==> config.mk <==
export PLATFORM = sky130hd
export DESIGN_NAME = gf256_symbol_vector_ops
export DESIGN_NICKNAME = d
export VERILOG_FILES = /design/src/rtl/gfvo_pkg.sv /design/src/rtl/gfvo_lane.sv /design/src/rtl/gfvo_merge.sv /design/src/rtl/gf256_symbol_vector_ops.sv
export SDC_FILE = /design/constraint.sdc
export NUM_CORES = 1
export LEC_CHECK = 0
export BUFFER_PORTS_ARGS = -buffer_cell sky130_fd_sc_hd__buf_2
export CORE_UTILIZATION = 54
export DETAILED_ROUTE_END_ITERATION = 10
export PLACE_DENSITY = 0.73
export SLEW_MARGIN = 20
export SYNTH_ARGS = -nofsm -noshare
export SYNTH_HDL_FRONTEND = slang
export SYNTH_SLANG_ARGS = --single-unit
export TNS_END_PERCENT = 30
==> constraint.sdc <==
create_clock -name i_clk -period 8.34 [get_ports i_clk]
set_input_delay 0.834 -clock i_clk [delete_from_list [all_inputs] [get_ports i_clk]]
set_output_delay 0.834 -clock i_clk [all_outputs]
set_load 0.03 [all_outputs]
==> src/rtl/gfvo_pkg.sv <==
// Shared definitions for the GF(256) symbol vector block: lane counts,
// operation codes, the control struct and field arithmetic (poly 0x11D).
// No dependencies.
`timescale 1ns / 1ps

package gfvo_pkg;

    localparam int LANES      = 4;
    localparam int WORD_BYTES = 4;
    localparam int ACT_LANES  = (LANES < WORD_BYTES) ? LANES : WORD_BYTES;
    localparam int WORD_W     = WORD_BYTES * 8;

    localparam logic [8:0] GF_POLY = 9'h11D;

    localparam logic [1:0] OP_XOR    = 2'd0;
    localparam logic [1:0] OP_MUL    = 2'd1;
    localparam logic [1:0] OP_DIV    = 2'd2;
    localparam logic [1:0] OP_MULADD = 2'd3;

    typedef struct packed {
        logic [1:0] op;
        logic       div_zero;
        logic       last;
    } t_ctrl;

    typedef logic [255:0][7:0] t_inv_tab;

    // Shift-and-add multiply with reduction after every shift.
    function automatic logic [7:0] gf_mul(input logic [7:0] a, input logic [7:0] b);
        logic [8:0] sh;
        logic [7:0] prod;
        sh   = {1'b0, a};
        prod = 8'h00;
        for (int k = 0; k < 8; k++) begin
            if (b[k]) begin
                prod = prod ^ sh[7:0];
            end
            sh = {sh[7:0], 1'b0};
            if (sh[8]) begin
                sh = sh ^ GF_POLY;
            end
        end
        return prod;
    endfunction

    // Builds the inverse table as b^254; zero maps to zero.
    function automatic t_inv_tab gf_inv_table();
        t_inv_tab   tab;
        logic [7:0] acc;
        logic [7:0] base;
        logic [7:0] e;
        for (int v = 0; v < 256; v++) begin
            acc  = 8'h01;
            base = v[7:0];
            e    = 8'd254;
            for (int k = 0; k < 8; k++) begin
                if (e[k]) begin
                    acc = gf_mul(acc, base);
                end
                base = gf_mul(base, base);
            end
            tab[v] = (v == 0) ? 8'h00 : acc;
        end
        return tab;
    endfunction

    localparam t_inv_tab INV_TABLE = gf_inv_table();

endpackage

==> src/rtl/gfvo_lane.sv <==
// One byte lane: xor, multiply, or multiply-accumulate against a coefficient.
// Depends on gfvo_pkg for the operation codes and gf_mul.
`timescale 1ns / 1ps

module gfvo_lane
    import gfvo_pkg::*;
(
    input  logic [1:0] i_op,
    input  logic [7:0] i_dst,
    input  logic [7:0] i_src,
    input  logic [7:0] i_coef,
    output logic [7:0] o_res
);

    logic [7:0] w_mul_in;
    logic [7:0] w_prod;

    // Multiply-accumulate scales the source; multiply and divide scale the destination.
    assign w_mul_in = (i_op == OP_MULADD) ? i_src : i_dst;
    assign w_prod   = gf_mul(w_mul_in, i_coef);

    always_comb begin
        case (i_op)
            OP_XOR:    o_res = i_dst ^ i_src;
            OP_MUL:    o_res = w_prod;
            OP_DIV:    o_res = w_prod;
            OP_MULADD: o_res = i_dst ^ w_prod;
            default:   o_res = 8'h00;
        endcase
    end

endmodule

==> src/rtl/gfvo_merge.sv <==
// Merging stage: packs the lane results into the result word, zero-fills
// lanes not computed, and holds the output register. Depends on gfvo_pkg.
`timescale 1ns / 1ps

module gfvo_merge
    import gfvo_pkg::*;
(
    input  logic                            i_clk,
    input  logic                            i_load,
    input  logic [WORD_BYTES-1:0][7:0]      i_lane_res,
    input  t_ctrl                           i_ctrl,
    output logic [WORD_W-1:0]               o_result_word,
    output logic                            o_last_out,
    output logic                            o_div_zero
);

    logic [WORD_W-1:0] n_word;
    logic [WORD_W-1:0] r_word;
    logic              r_last;
    logic              r_dz;

    always_comb begin
        n_word = '0;
        for (int k = 0; k < ACT_LANES; k++) begin
            n_word[k*8 +: 8] = i_lane_res[k];
        end
    end

    always_ff @(posedge i_clk) begin
        if (i_load) begin
            r_word <= n_word;
            r_last <= i_ctrl.last;
            r_dz   <= i_ctrl.div_zero;
        end
    end

    assign o_result_word = r_word;
    assign o_last_out    = r_last;
    assign o_div_zero    = r_dz;

endmodule

==> src/rtl/gf256_symbol_vector_ops.sv <==
// Top level of the GF(256) symbol vector block: input stage with inverse
// lookup, parallel byte lanes, and the merging output stage.
// Depends on gfvo_pkg, gfvo_lane and gfvo_merge.
//
//   channel | valid   | stall   | payload
//   --------+---------+---------+-------------------------------------------
//   input   | i_valid | o_stall | i_op i_dst_word i_src_word i_coef i_last_in
//   output  | o_valid | i_stall | o_result_word o_last_out o_div_zero
//
// One word per cycle sustained while the output is not stalled; each word reaches
// the output through the inverse table lookup stage, then lane multiply and merge.
// Reset is synchronous, active low, and empties both stages.
// The output stage holds while the output is stalled, and the first stage
// still fills behind it; the input is stalled only once both stages are full.
`timescale 1ns / 1ps

module gf256_symbol_vector_ops
    import gfvo_pkg::*;
(
    input  logic                i_clk,
    input  logic                i_rst_n,
    input  logic                i_valid,
    output logic                o_stall,
    input  logic [1:0]          i_op,
    input  logic [WORD_W-1:0]   i_dst_word,
    input  logic [WORD_W-1:0]   i_src_word,
    input  logic [7:0]          i_coef,
    input  logic                i_last_in,
    output logic                o_valid,
    input  logic                i_stall,
    output logic [WORD_W-1:0]   o_result_word,
    output logic                o_last_out,
    output logic                o_div_zero
);

    logic                       r_v1;
    logic                       r_v2;
    logic                       w_adv1;
    logic                       w_adv2;
    logic [WORD_W-1:0]          r_dst;
    logic [WORD_W-1:0]          r_src;
    logic [7:0]                 r_coef;
    t_ctrl                      r_ctrl;
    logic [7:0]                 n_coef;
    t_ctrl                      n_ctrl;
    logic [WORD_BYTES-1:0][7:0] w_lane_res;

    assign w_adv2  = !r_v2 || !i_stall;
    assign w_adv1  = !r_v1 || w_adv2;
    assign o_stall = !w_adv1;
    assign o_valid = r_v2;

    // Divide turns into multiply by the inverse; a zero inverse yields zero.
    always_comb begin
        n_coef          = (i_op == OP_DIV) ? INV_TABLE[i_coef] : i_coef;
        n_ctrl.op       = i_op;
        n_ctrl.div_zero = (i_op == OP_DIV) && (i_coef == 8'h00);
        n_ctrl.last     = i_last_in;
    end

    always_ff @(posedge i_clk) begin
        if (!i_rst_n) begin
            r_v1 <= 1'b0;
            r_v2 <= 1'b0;
        end else begin
            if (w_adv1) begin
                r_v1 <= i_valid;
            end
            if (w_adv2) begin
                r_v2 <= r_v1;
            end
        end
    end

    always_ff @(posedge i_clk) begin
        if (w_adv1 && i_valid) begin
            r_dst  <= i_dst_word;
            r_src  <= i_src_word;
            r_coef <= n_coef;
            r_ctrl <= n_ctrl;
        end
    end

    for (genvar g = 0; g < WORD_BYTES; g++) begin : g_lane
        if (g < ACT_LANES) begin : g_on
            gfvo_lane u_lane (
                .i_op   (r_ctrl.op),
                .i_dst  (r_dst[g*8 +: 8]),
                .i_src  (r_src[g*8 +: 8]),
                .i_coef (r_coef),
                .o_res  (w_lane_res[g])
            );
        end else begin : g_off
            assign w_lane_res[g] = 8'h00;
        end
    end

    gfvo_merge u_merge (
        .i_clk         (i_clk),
        .i_load        (w_adv2 && r_v1),
        .i_lane_res    (w_lane_res),
        .i_ctrl        (r_ctrl),
        .o_result_word (o_result_word),
        .o_last_out    (o_last_out),
        .o_div_zero    (o_div_zero)
    );

    // The input is held off only when both stages are occupied.
    a_stall_full: assert property (@(posedge i_clk) disable iff (!i_rst_n)
        o_stall |-> (r_v1 && r_v2))
        else $error("input stalled with a free stage");

    // A stalled result must still be present on the next cycle.
    a_no_drop: assert property (@(posedge i_clk) disable iff (!i_rst_n)
        (r_v2 && i_stall) |=> r_v2)
        else $error("stalled result was dropped");

    // A word waiting in the first stage is never lost while the output stalls.
    a_hold_v1: assert property (@(posedge i_clk) disable iff (!i_rst_n)
        (r_v1 && r_v2 && i_stall) |=> r_v1)
        else $error("first stage lost a word");

    // Division by zero always gives a zero word.
    a_dz_zero: assert property (@(posedge i_clk) disable iff (!i_rst_n)
        (o_valid && o_div_zero) |-> (o_result_word == '0))
        else $error("divide by zero gave a nonzero word");

    // A transfer into an empty pipeline reaches the output via the first and output stages.
    a_latency: assert property (@(posedge i_clk) disable iff (!i_rst_n)
        (i_valid && !o_stall && !r_v1 && !r_v2) |=> ##1 o_valid)
        else $error("result missing after two cycles");

endmodule
* Word-level counts from Yosys, hierarchy flattened *
Memory sizes are Yosys's and may differ from the RTL's.
Index checks and enable logic that the tools add are counted.

word-level totals
  bits in registers = 112
  bits in latches = 0
  memory bits (writable) = 0
  bits in read-only memories = 2048
  input port bits = 79
  output and inout port bits = 36
  logic and storage cells = 163
  memories kept = 1

operators by class
  add/sub/neg operators = 0
  multipliers = 0
  div/mod/pow operators = 0
  magnitude comparators = 1
  equal/unequal tests = 4
  shift operators = 0
  mux-type cells = 70
  bitwise logic cells = 64
  reductions and logical operators = 12

memories
  memory            depth  width  read ports  clocked after Yosys merged registers in  wr ports  RTL line                       text
  (name not given)  256    8      1           0                                        0         gf256_symbol_vector_ops.sv:55  n_coef = (i_op == OP_DIV) ? INV_TABLE[i_coef] : i_coef;

operator list
  cell                                                                          count
  8-bit two-way mux                                                             38
  8-bit XOR                                                                     36
  5-bit two-way mux                                                             28
  4-bit inverter                                                                28
  8-bit one-hot mux with 3 select lines                                         4
  8-bit by 9-bit less-than comparator with 1-bit output, second input constant  1
  8-bit logical NOT                                                             1
  2-bit == test, second input constant                                          3
  1-bit logical NOT                                                             4
  1-bit logical AND                                                             3
  2-bit by 1-bit == test with 1-bit output, second input constant               1
  2-bit logical NOT                                                             1
  1-bit logical OR                                                              2
  2-bit OR reduction                                                            1

* Depth between registers and ports, before layout *
  depth after elaboration = 20
  gate-level depth with buffers = 14
  mapped depth without buffers = 11

* By module *
From an unflattened synthesis, not the netlist that was laid out.

second synthesis, totals
  cells, all modules = 1613
  area, all modules = 14784.2 um^2

by module, submodules not included
  module                   instances  cells an instance  area each (um^2)  seq. area each (um^2)
  gfvo_lane                4          240                2006.9            0.0
  gf256_symbol_vector_ops  1          619                5735.5            2322.2
  gfvo_merge               1          34                 1021.0            1021.0

* Worst setup path before layout *
OpenSTA, ideal clock, no wires.

  path type = input -> register
  start point = input port i_stall
  end point = register r_coef[0], enable pin
  library setup time = 518 ps
  arrival = 4527 ps
  required time = 7822 ps
  path slack = 3295 ps
  stages = 2
  buffers on the path = 0
  cell sequence = and3_1 > nor2b_1

on the way
  word-level cells in the longest chain between the ends = 4

RTL lines
  what                    RTL line                       text
  start: declaration      gf256_symbol_vector_ops.sv:30  input logic i_stall,
  1-bit logical NOT       gf256_symbol_vector_ops.sv:48  assign w_adv2 = !r_v2 || !i_stall;
  1-bit logical OR        gf256_symbol_vector_ops.sv:48
  1-bit logical OR        gf256_symbol_vector_ops.sv:49  assign w_adv1 = !r_v1 || w_adv2;
  1-bit logical AND       gf256_symbol_vector_ops.sv:76  if (w_adv1 && i_valid) begin
  end signal: assignment  gf256_symbol_vector_ops.sv:79  r_coef <= n_coef;
  end: declaration        gf256_symbol_vector_ops.sv:42  logic [7:0] r_coef;

Every way passes these cells.
A chain may end at the register's enable or synchronous reset.

* Worst setup path after layout *
  start point = register r_ctrl[2] (netlist name)
  end point = register u_merge.r_word[5], in the netlist u_merge.o_result_word[5], data pin

on the way
  word-level cells in the longest chain between the ends = 19
  elaborated cells on any way between the ends = 35
  classes of those cells = eq/ne (3); mux (16); bitwise (14); reduce/logical (2)

RTL lines
  what                                      RTL line                          text
  start: declaration                        gf256_symbol_vector_ops.sv:43     t_ctrl r_ctrl;
  start signal: assignment                  gf256_symbol_vector_ops.sv:80     r_ctrl <= n_ctrl;
  2-bit == test                             gfvo_lane.sv:19, gfvo_lane.sv:23
  8-bit two-way mux                         gfvo_lane.sv:19                   assign w_mul_in = (i_op == OP_MULADD) ? i_src : i_dst;
  8-bit two-way mux                         gfvo_pkg.sv:35                    if (b[k]) begin
  8-bit XOR                                 gfvo_pkg.sv:36                    prod = prod ^ sh[7:0];
  8-bit two-way mux                         gfvo_pkg.sv:35
  8-bit XOR                                 gfvo_pkg.sv:36
  8-bit two-way mux                         gfvo_pkg.sv:35
  8-bit XOR                                 gfvo_pkg.sv:36
  [4 not listed]                            n/a
  8-bit two-way mux                         gfvo_pkg.sv:35
  8-bit XOR                                 gfvo_pkg.sv:36
  8-bit two-way mux                         gfvo_pkg.sv:35
  8-bit XOR                                 gfvo_pkg.sv:36
  8-bit two-way mux                         gfvo_pkg.sv:35
  8-bit XOR                                 gfvo_lane.sv:27                   OP_MULADD: o_res = i_dst ^ w_prod;
  8-bit one-hot mux with 3 select lines *   gfvo_lane.sv:23                   case (i_op)
  named net g_lane[0].g_on.u_lane.o_res[5]  gfvo_lane.sv:12                   output logic [7:0] o_res
  end signal: assignment                    gfvo_merge.sv:31                  r_word <= n_word;
  end: declaration                          gfvo_merge.sv:18                  logic [WORD_W-1:0] r_word;

The timed path passes the listed nets; every way through them passes the cells marked *.

==> reports/summary.json <==
{
  "status": {"value": "completed"},
  "pwr-share-clk": {"value": 17.9, "unit": "%"},
  "yosysTopAreaCellShare": {"value": 24.7, "unit": "%"},
  "hpwlAfterDp": {"value": 30.0, "unit": "mm"},
  "synth-warning-count": {"value": 0},
  "chipWidth": {"value": 159, "unit": "um"},
  "ys_ff_latch": {"value": 112},
  "synth_top_cell_by_area": {"value": "sky130_fd_sc_hd__edfxtp_1"},
  "critPathMaxFanout": {"value": 43},
  "critical_path_arrival": {"value": 4.12, "unit": "ns"},
  "hp-class": {"value": "flip-flop to flip-flop"},
  "synth-xor-area-share": {"value": 25.6, "unit": "%"},
  "power.switching_fraction": {"value": 41.4, "unit": "%"},
  "dp_worst_setup_slack": {"value": 4.29, "unit": "ns"},
  "synthMuxAreaShare": {"value": 8.56, "unit": "%"},
  "unrepaired_setup_endpoints_after_global_routing": {"value": "false"},
  "maxSlewViolCount": {"value": 0},
  "core_ar": {"value": 24300, "unit": "um2"},
  "synth_top_family_by_area": {"value": "XOR/XNOR gates"},
  "power_switching": {"value": 1.15, "unit": "mW"},
  "combinational_share_of_power": {"value": 55.3, "unit": "%"},
  "timing.setup.critical_path_class": {"value": "flip-flop to flip-flop"},
  "yosys_most_used_dff": {"value": "sky130_fd_sc_hd__edfxtp_1"},
  "drtAntennaViolNets": {"value": 0},
  "timing.final.hold_violations": {"value": 0},
  "cts.path.max_buffers": {"value": 2},
  "start_util": {"value": 54.9, "unit": "%"},
  "pwr_density_cell": {"value": 195, "unit": "nW/um2"},
  "drtIter0Drc": {"value": 1485},
  "sequential_share_of_power": {"value": 26.8, "unit": "%"},
  "slew_headroom": {"value": 27.5, "unit": "%"},
  "synth-compound-area-share": {"value": 18.0, "unit": "%"},
  "die_area": {"value": 25400, "unit": "um2"},
  "crit_chain": {"value": "ha_2 -> buf_4 -> mux2i_1 -> xor2_1 -> xnor2_1 -> nand2_1 -> xnor3_1 -> xnor2_1 -> nor3b_1 -> a211oi_1"},
  "ys_async_sr_fraction": {"value": 0, "unit": "%"},
  "tightestPinTransition": {"value": 1.09, "unit": "ns"},
  "rows": {"value": 57},
  "worst_ir_drop_vdd": {"value": 0.000104, "unit": "V"},
  "final_critical_path_time_including_i_o_delays_and_setup": {"value": 4.04, "unit": "ns"},
  "post_synth_fa_ha_maj_area_fraction": {"value": 1.59, "unit": "%"},
  "worstSetupStartpointType": {"value": "flip-flop"},
  "whs_path_depth": {"value": 0},
  "globalRouteTotalUtil": {"value": 34.0, "unit": "%"},
  "areaGrowthSynthToFinish": {"value": 6.56, "unit": "%"},
  "cts.repair.resized": {"value": 0},
  "postCtsSetupBuffers": {"value": 0},
  "clk_latency": {"value": 0.37, "unit": "ns"},
  "clk_pin_slew_worst_paths": {"value": 0.09, "unit": "ns"},
  "synth_edf_count": {"value": 110},
  "fill_cells": {"value": 2169},
  "fmax": {"value": 0.248, "unit": "GHz"},
  "total_leakage_power": {"value": 5.39, "unit": "nW"},
  "grt_max_degree": {"value": 86},
  "cts_buffers": {"value": 9},
  "critical-path-max-stage-delay": {"value": 0.62, "unit": "ns"},
  "first_global_vias": {"value": 11700},
  "gpl.final_weighted_congestion": {"value": 1.01},
  "cpMaxStageDelayCell": {"value": "sky130_fd_sc_hd__xnor2_1"},
  "setup_total_negative_slack": {"value": 0, "unit": "ns"},
  "holdBufCountCts": {"value": 0},
  "number_of_buffers_inserted_by_port_buffering": {"value": 114},
  "synth_cells": {"value": 1578},
  "finalNetCount": {"value": 1684},
  "crit_top_cell": {"value": "sky130_fd_sc_hd__xnor2_1"},
  "worst_r2r_path_depth": {"value": 10},
  "crit_buf_inv": {"value": 1},
  "synth_most_common_cell": {"value": "sky130_fd_sc_hd__nand2_1"},
  "synth_cell_type_count": {"value": 77},
  "postSynthNetCount": {"value": 1674},
  "antenna_cells": {"value": 0},
  "mappedNetlistArea": {"value": 13400, "unit": "um2"},
  "overflow": {"value": 0},
  "floorplan.die.height": {"value": 159, "unit": "um"},
  "detail_route.drc_violations": {"value": 0},
  "worst_setup_path_end_kind": {"value": "flip-flop"},
  "netlist_top_cells_area": {"value": "sky130_fd_sc_hd__edfxtp_1 25%, sky130_fd_sc_hd__xnor2_1 14%, sky130_fd_sc_hd__nand2_1 7.4%"},
  "vias_per_cell": {"value": 6.42},
  "worst-endpoint-required": {"value": 8.42, "unit": "ns"},
  "max_cap_violations": {"value": 0},
  "avgRoutedWirePerCell": {"value": 22.8, "unit": "um"},
  "post_route_cells_drive_above_1_share": {"value": 14.1, "unit": "%"},
  "cts_num_sinks": {"value": 112},
  "final.setup.worst_slack": {"value": 4.30, "unit": "ns"},
  "detailroute.via_count": {"value": 12300},
  "min_period_over_period": {"value": 48.4, "unit": "%"},
  "antenna_found_initial": {"value": 0},
  "finalSetupViolations": {"value": 0},
  "clock-skew-final": {"value": 0.0144, "unit": "ns"},
  "route.final.wire_length": {"value": 43.7, "unit": "mm"},
  "internal_power_component": {"value": 1.62, "unit": "mW"},
  "cts.htree.levels": {"value": 3},
  "timing.critical_path.max_delay_family": {"value": "XOR/XNOR gates"},
  "postSynthAreaPerCell": {"value": 8.46, "unit": "um2"},
  "grt_pass1_wl": {"value": 67.0, "unit": "mm"},
  "synth_simple_gate_area_share": {"value": 16.1, "unit": "%"},
  "root_buffer": {"value": "sky130_fd_sc_hd__clkbuf_16"},
  "floorplan.io_pins": {"value": 115},
  "synth_sequential_area_ratio": {"value": 25.0, "unit": "%"},
  "timing.critical_path.depth": {"value": 10},
  "drt_pass1_iterations": {"value": 5},
  "tritoncts": {"value": "done"},
  "ys_top_cells_by_count": {"value": "264 x sky130_fd_sc_hd__nand2_1, 210 x sky130_fd_sc_hd__xnor2_1, 110 x sky130_fd_sc_hd__edfxtp_1"}
}
==> layout by cell type (no fill, tap or decap), drive strengths merged, types with 7 or more instances in the layout <==
| cell type | count |
|---|---|
| a22oi | 21 |
| nand2b | 31 |
| nor2 | 89 |
| nor3b | 9 |
| nand3 | 24 |
| nor2b | 20 |
| o22ai | 16 |
| a311oi | 11 |
| xnor2 | 221 |
| o211ai | 15 |
| a21oi | 92 |
| buf | 137 |
| a31oi | 13 |
| o21ai | 104 |
| ha | 17 |
| nand3b | 7 |
| clkbuf | 10 |
| a211o | 9 |
| xnor3 | 24 |
| inv | 18 |
| o311ai | 9 |
| nand2 | 264 |
| clkinv | 7 |
| a211oi | 22 |
| mux2 | 33 |
| edfxtp | 110 |
| xor2 | 90 |
| nor3 | 21 |
| mux2i | 54 |
==> power by group through the flow <==
stage          clock network, mW  logic, mW  registers, mW
4_1_cts                    0.504       1.51          0.741
6_report                   0.495       1.53          0.741
5_1_grt                    0.520       1.64          0.748
3_5_place_dp                   0       1.50          0.754
2_1_floorplan                  0       1.15          0.795
3_3_place_gp                   0       1.48          0.752
==> through the flow <==
stage / util (%) / cells / cell area [um2] / total power, mW / hold WS, ns
2_1_floorplan: - / 1578 / 13400 / 1.94 / 0.400
3_3_place_gp: 57.2 / 1901 / 13900 / 2.23 / 0.401
3_5_place_dp: 57.2 / 1901 / 13900 / 2.25 / 0.405
4_1_cts: 58.5 / 1917 / 14200 / 2.76 / 0.419
5_1_grt: 58.5 / 1917 / 14200 / 2.91 / 0.427
6_report: 58.5 / 1917 / 14200 / 2.77 / 0.417
==> metal layers <==
layer | part of all wire (%) | track usage (%) | up-vias
met5 | 0 | 0 | -
li1 | - | - | 5564
met1 | 40 | 44.0 | 5851
met4 | 5.6 | 19.3 | 0
met3 | 8.6 | 4.79 | 165
met2 | 46 | 54.7 | 725
==> worst reg2reg max path, stage by stage (launching register included) <==
cell and delay, ns:
sky130_fd_sc_hd__edfxtp_1 0.37, sky130_fd_sc_hd__ha_2 0.17, sky130_fd_sc_hd__buf_4 0.57, sky130_fd_sc_hd__mux2i_1 0.59, sky130_fd_sc_hd__xor2_1 0.24, sky130_fd_sc_hd__xnor2_1 0.62, sky130_fd_sc_hd__nand2_1 0.16, sky130_fd_sc_hd__xnor3_1 0.37
sky130_fd_sc_hd__xnor2_1 0.37, sky130_fd_sc_hd__nor3b_1 0.23, sky130_fd_sc_hd__a211oi_1 0.07
==> registers in the layout, summed over array words and instances, names as in the netlist <==
register	flops
r_src	32
r_ctrl	4
o_valid	1
r_v1	1
r_coef	8
r_dst	32
u_merge.o_result_word	32
u_merge.o_div_zero	1
u_merge.o_last_out	1
==> area by class of cell <==
type | count | area [um2] | share of cell area, %
clock buffer | 10 | 229 | 1.61
clock inverter | 6 | 83.8 | 0.589
inverter | 20 | 75.1 | 0.528
multi-input combinational | 1308 | 9340 | 65.7
sequential | 112 | 3340 | 23.5
tap | 324 | 405 | 2.85
timing repair buffer | 137 | 748 | 5.26
==> logic make-up after synthesis <==
group / count (synthesis)
AOI/OAI and AO/OA: 375
and+or+nand+nor: 488
adders and majority gates: 17
xor gates and xnor gates: 336
buffers and inverters: 158
muxes: 92
DFF: 112
==> worst paths after layout <==
path | from | end | slack, ns
worst max register to register | r_ctrl[2] | u_merge.o_result_word[5] | 4.30
worst max-delay path | r_ctrl[2] | u_merge.o_result_word[5] | 4.30
worst min-delay path | r_ctrl[1] | u_merge.o_div_zero | 0.42
worst min register to register | r_ctrl[1] | u_merge.o_div_zero | 0.42
Note: power is estimated with default switching activity, not from simulation.
